### config.mk
export PLATFORM = sky130hd
export DESIGN_NAME = bmhq_ctrl
export DESIGN_NICKNAME = d
export VERILOG_FILES = /design/src/hw/rtl/bmhq_pkg.sv /design/src/hw/rtl/bmhq_ctrl.sv
export SDC_FILE = /design/constraint.sdc
export NUM_CORES = 1
export LEC_CHECK = 0
export BUFFER_PORTS_ARGS = -buffer_cell sky130_fd_sc_hd__clkbuf_2
export CAP_MARGIN = 20
export CELL_PAD_IN_SITES_DETAIL_PLACEMENT = 0
export CELL_PAD_IN_SITES_GLOBAL_PLACEMENT = 2
export CORE_ASPECT_RATIO = 0.9
export CORE_MARGIN = 1
export CORE_UTILIZATION = 24
export CTS_CLUSTER_SIZE = 24
export DETAILED_ROUTE_END_ITERATION = 7
export PLACE_DENSITY_LB_ADDON = 0.1
export SYNTH_ARGS = -nofsm -noshare
export SYNTH_HDL_FRONTEND = slang
export SYNTH_SLANG_ARGS = --single-unit
### constraint.sdc
create_clock -name clk -period 3 [get_ports clk]
set_input_delay 0.75 -clock clk [delete_from_list [all_inputs] [get_ports clk]]
set_output_delay 0.75 -clock clk [all_outputs]
set_load 0.1 [all_outputs]
### src/hw/rtl/bmhq_pkg.sv
// shared types and constants for the binary max-heap queue
package bmhq_pkg;

  localparam int HQ_CAPACITY = 256;

  localparam int MODE_W      = 2;
  localparam int KEY_W       = 32;
  localparam int TAG_W       = 16;
  localparam int SLOT_W      = 9;
  localparam int FILL_W      = 9;
  localparam int STAT_W      = 2;
  localparam int ENTRY_W     = KEY_W + TAG_W;
  localparam int IN_TDATA_W  = 64;
  localparam int OUT_TDATA_W = 64;

  // operation codes
  localparam logic [MODE_W-1:0] MODE_INSERT = 2'd0;
  localparam logic [MODE_W-1:0] MODE_POP    = 2'd1;
  localparam logic [MODE_W-1:0] MODE_DELETE = 2'd2;

  typedef enum logic [STAT_W-1:0] {
    ST_OK   = 2'd0,
    ST_FULL = 2'd1,
    ST_BAD  = 2'd2
  } hq_status_t;

  typedef enum logic [3:0] {
    S_IDLE,
    S_START,
    S_RM_RD1,
    S_RM_DEC,
    S_UP_RD,
    S_UP_CMP,
    S_DN_RD,
    S_DN_RDR,
    S_DN_CMP,
    S_DONE
  } hq_state_t;

  typedef enum logic [2:0] {
    RD_NONE,
    RD_TARGET,
    RD_LAST,
    RD_PARENT,
    RD_LEFT,
    RD_RIGHT
  } rd_sel_t;

  typedef enum logic [1:0] {
    WR_NONE,
    WR_CUR,
    WR_PARENT,
    WR_CHILD
  } wr_sel_t;

  typedef struct packed {
    logic    take;
    logic    ins_init;
    logic    rm_init;
    rd_sel_t rd_sel;
    wr_sel_t wr_sel;
    logic    cap_gone;
    logic    cap_last;
    logic    cap_left;
    logic    pos_up;
    logic    pos_dn;
    logic    out_load;
  } hq_cmd_t;

  typedef struct packed {
    logic req_ok;
    logic req_insert;
    logic pos_is_root;
    logic has_left;
    logic has_right;
    logic up_swap;
    logic dn_swap;
    logic rm_move;
    logic rm_up;
    logic out_free;
  } hq_sts_t;

endpackage

### src/hw/rtl/bmhq_ctrl.sv
// sequencing state machine for heap insert, pop and delete
module bmhq_ctrl import bmhq_pkg::*; (
  input  logic    clk,
  input  logic    rst_n,
  input  logic    in_tvalid,
  output logic    in_tready,
  input  hq_sts_t sts,
  output hq_cmd_t cmd
);

  hq_state_t state_r, state_nxt;

  always_ff @(posedge clk) begin
    if (!rst_n) begin
      state_r <= S_IDLE;
    end else begin
      state_r <= state_nxt;
    end
  end

  always_comb begin
    state_nxt = state_r;
    cmd       = '0;
    in_tready = 1'b0;
    case (state_r)
      S_IDLE: begin
        in_tready = 1'b1;
        if (in_tvalid) begin
          cmd.take  = 1'b1;
          state_nxt = S_START;
        end
      end
      S_START: begin
        if (!sts.req_ok) begin
          state_nxt = S_DONE;
        end else if (sts.req_insert) begin
          cmd.ins_init = 1'b1;
          state_nxt    = S_UP_RD;
        end else begin
          cmd.rm_init = 1'b1;
          cmd.rd_sel  = RD_TARGET;
          state_nxt   = S_RM_RD1;
        end
      end
      S_RM_RD1: begin
        cmd.cap_gone = 1'b1;
        cmd.rd_sel   = RD_LAST;
        state_nxt    = S_RM_DEC;
      end
      S_RM_DEC: begin
        cmd.cap_last = 1'b1;
        // removing the last slot leaves nothing to re-sift
        if (!sts.rm_move) begin
          state_nxt = S_DONE;
        end else if (sts.rm_up) begin
          state_nxt = S_UP_RD;
        end else begin
          state_nxt = S_DN_RD;
        end
      end
      S_UP_RD: begin
        if (sts.pos_is_root) begin
          cmd.wr_sel = WR_CUR;
          state_nxt  = S_DONE;
        end else begin
          cmd.rd_sel = RD_PARENT;
          state_nxt  = S_UP_CMP;
        end
      end
      S_UP_CMP: begin
        if (sts.up_swap) begin
          cmd.wr_sel = WR_PARENT;
          cmd.pos_up = 1'b1;
          state_nxt  = S_UP_RD;
        end else begin
          cmd.wr_sel = WR_CUR;
          state_nxt  = S_DONE;
        end
      end
      S_DN_RD: begin
        if (!sts.has_left) begin
          cmd.wr_sel = WR_CUR;
          state_nxt  = S_DONE;
        end else begin
          cmd.rd_sel = RD_LEFT;
          state_nxt  = S_DN_RDR;
        end
      end
      S_DN_RDR: begin
        cmd.cap_left = 1'b1;
        if (sts.has_right) begin
          cmd.rd_sel = RD_RIGHT;
        end
        state_nxt = S_DN_CMP;
      end
      S_DN_CMP: begin
        if (sts.dn_swap) begin
          cmd.wr_sel = WR_CHILD;
          cmd.pos_dn = 1'b1;
          state_nxt  = S_DN_RD;
        end else begin
          cmd.wr_sel = WR_CUR;
          state_nxt  = S_DONE;
        end
      end
      S_DONE: begin
        if (sts.out_free) begin
          cmd.out_load = 1'b1;
          state_nxt    = S_IDLE;
        end
      end
      default: begin
        state_nxt = S_IDLE;
      end
    endcase
  end

endmodule

==> out/metrics.cfg <==
[cts]
cts_resized = 0
cts-hold-fix-buffers = 0
clockBufferDepth = 2
cts_root_buf = clkbuf_4
cts.sink_count = 4
insertion_delay_ns = 0.23
postCtsSetupBuffers = 0
numCtsBuffers = 3
cts_tree = built
path_clk_slew_ns = 0.03
htreeDepth = 1

[hold_path]
min_path_type = reg -> reg

[sta]
clock.fmax_mhz = 374
relSlewSlack_pct = 63.9
rsz0062_at_grt = false
fin_crit_sh_pct = 89.1
finalHoldViolCount = 0
maxSlewViolCount = 0
skew_ns = 0.0000550
finalSetupTns_ns = 0
worst_pin_slew_ns = 0.545
setup_viol = 0
period_minus_slack_ns = 2.67
fin_ws_ns = 0.326

[cells_and_area]
fillers = 220
nets = 112
antennaDiodeCount = 0
layout-drive-gt1-share_pct = 46.4
regMostFlops = state_r
largest_reg_flops = 4
finalNonFillerCells = 122
post-route-util_pct = 36.8
syn_to_final_growth_pct = 38.2
reg.largest.list = state_r x4

[setup_path]
start_kind = register
cp-end-kind = output pin
critPathMaxFanout = 10
worstSetupPathType = reg -> out
critical_path.max_stage_delay_ns = 0.63
critical_path_buf_inv_count = 1
cpMaxStageDelayCell = dfxtp_1
required_ns = 2.25
path_cells = or4b_4 -> nand2_1 -> clkbuf_2
cp_top_family = flip-flops
arrival_ns = 1.92

[yosys]
syn_area_um2 = 534
synthSimpleGateAreaFrac_pct = 39.6
synth_compound_area_share_pct = 24.6
synthCells = 69
synthAdderAreaFrac_pct = 0
yosysUniqueCellTypes = 38
syn_area_per_cell_um2 = 7.74
yosys_warnings = 0
synth_fp_nets = 82
synth_top_family_by_area = simple AND/OR/NAND/NOR gates
ys_seq_elements = 4
muxShareOfSynthArea_pct = 5.62
ys_seq_area_share_pct = 15.0
synth_xor_xnor_area_share_pct = 0

[grt]
antenna_found_initial = 0
grt_pass1_wl_um = 2500
met1_usage_pct = 20.8
grt_use_met2_pct = 21.0
busiest_layer = met2
grt_usage_pct = 14.0
gr-total-overflow = 0
grt_max_degree = 22
grt_pass1_vias = 528
gr-usage-met3_pct = 4.21

[floorplanning]
die_x_um = 51.7
dieArea_um2 = 2420
core_area_um2 = 2010
start_util_pct = 26.6
die_height_um = 46.8
num_io_pins = 28
num_rows = 15

[placed_design]
place.detailed.hpwl_um = 1260
globalplace.congestion = 0.747
dp.cells = 119
pre_cts_slack_ns = 0.531
port_buffers = 27

[pwr]
p_switching_uw = 412
p_leak_nw = 0.379
p_per_area_nw_per_um2 = 867
power_frac_comb_pct = 75.9
swShare_pct = 64.4
internal-power_uw = 228
clkPwrFrac_pct = 10.0
p_seq_share_pct = 14.1
peakVddDrop_mv = 0.451
finalPower_uw = 640

[drt]
postRouteAntennaNets = 0
wl_um = 1580
vias = 620
drc = 0
drt_iter0_drc = 9
routedWlPerCell_um = 12.9
firstDrtPassIters = 4
via_per_inst = 5.08

[status]
status = finished, final reports clean

[flow_run]
maxCapViolCount = 0

metrics by stage:
stage | area (µm²) | hold WS [ns]
after CTS | 738 | 0.682
after global routing | 738 | 0.719
final | 738 | 0.681
after detailed placement | 716 | 0.675
after floorplan | 576 | 0.601
after global placement | 716 | 0.689
per-layer routing:
metal	vias up	wire length (µm)
li1	318	-
met1	280	807
met2	22	672
met3	0	97
met4	0	0
met5	-	0
cell type report:
cell class,count,area (µm²),area share (%)
Multi-Input combinational cell,53,414,56.1
Timing Repair Buffer,31,168,22.7
Sequential cell,4,80.1,10.8
Tap cell,25,31.3,4.24
Clock buffer,3,22.5,3.05
Inverter,6,22.5,3.05
worst reg2reg max path, stage by stage (launching register included):
cell and delay, ns:
dfxtp_1 0.63, nor2b_4 0.11, and4b_1 0.27, o21bai_1 0.19
o311a_1 0.29
logic make-up (layout without fill, tap and decap cells):
group	after synthesis	count (layout)
buffers and inverters	12	40
flip-flops	4	4
AND/OR/NAND/NOR	31	31
AO/OA/AOI/OAI	19	19
multiplexers	3	3
cell usage in the layout, fill, tap and decap left out, types with 2 or more instances in the layout:
| cell | count |
|---|---|
| inv_1 | 6 |
| buf_4 | 5 |
| dfxtp_1 | 4 |
| nor3_1 | 3 |
| nand3_1 | 2 |
| clkbuf_4 | 3 |
| nand2_1 | 4 |
| clkbuf_2 | 26 |
| nor2_1 | 2 |
| o21ai_0 | 2 |
| mux2i_1 | 3 |
| and3_1 | 3 |
| a31oi_1 | 5 |
| a21oi_1 | 3 |
final timing paths:
kind	cells past startpoint	start	slack [ns]	end
min	3	state_r[0]$_SDFFE_PN0P_	0.68	state_r[0]$_SDFFE_PN0P_
max	3	state_r[3]$_SDFFE_PN0P_	0.33	cmd[6]
min reg2reg	3	state_r[0]$_SDFFE_PN0P_	0.68	state_r[0]$_SDFFE_PN0P_
max reg2reg	4	state_r[3]$_SDFFE_PN0P_	1.40	state_r[2]$_SDFFE_PN0P_
power groups by stage:
stage | logic (mW) | registers (mW) | clock network, mW
after global routing | 0.511 | 0.0932 | 0.0705
after detailed placement | 0.485 | 0.0919 | 0
final | 0.486 | 0.0902 | 0.0639
after global placement | 0.490 | 0.0913 | 0
after floorplan | 0.440 | 0.0771 | 0
after CTS | 0.486 | 0.0912 | 0.0679
Yosys cell counts (all sizes together):
| cell | instances | area, µm² |
|---|---|---|
| nand3 | 2 | 10.0 |
| buf | 4 | 41.3 |
| o31ai | 1 | 7.51 |
| nor2 | 4 | 25.0 |
| nor3 | 4 | 20.0 |
| clkbuf | 2 | 17.5 |
| and2 | 1 | 6.26 |
| dfxtp | 4 | 80.1 |
| a22o | 1 | 8.76 |
| nand2 | 4 | 15.0 |
| and4b | 1 | 10.0 |
| and3 | 4 | 25.0 |
| nor4b | 2 | 17.5 |
| o21bai | 1 | 7.51 |
| a41oi | 1 | 8.76 |
| o21ai | 2 | 10.0 |
| nand3b | 1 | 7.51 |
| mux2i | 3 | 30.0 |
| o32ai | 1 | 8.76 |
| a21o | 1 | 7.51 |
| and4 | 1 | 8.76 |
| and2b | 1 | 8.76 |
| inv | 6 | 22.5 |
| o211ai | 1 | 7.51 |
| a21oi | 3 | 15.0 |
| o311a | 1 | 10.0 |
| nor2b | 2 | 20.0 |
| or4b | 1 | 13.8 |
| a31oi | 5 | 31.3 |
| nor4 | 1 | 6.26 |
| or3b | 1 | 8.76 |
| a311oi | 1 | 8.76 |
| nand4b | 1 | 8.76 |
Note: power is estimated with default switching activity, not from simulation.
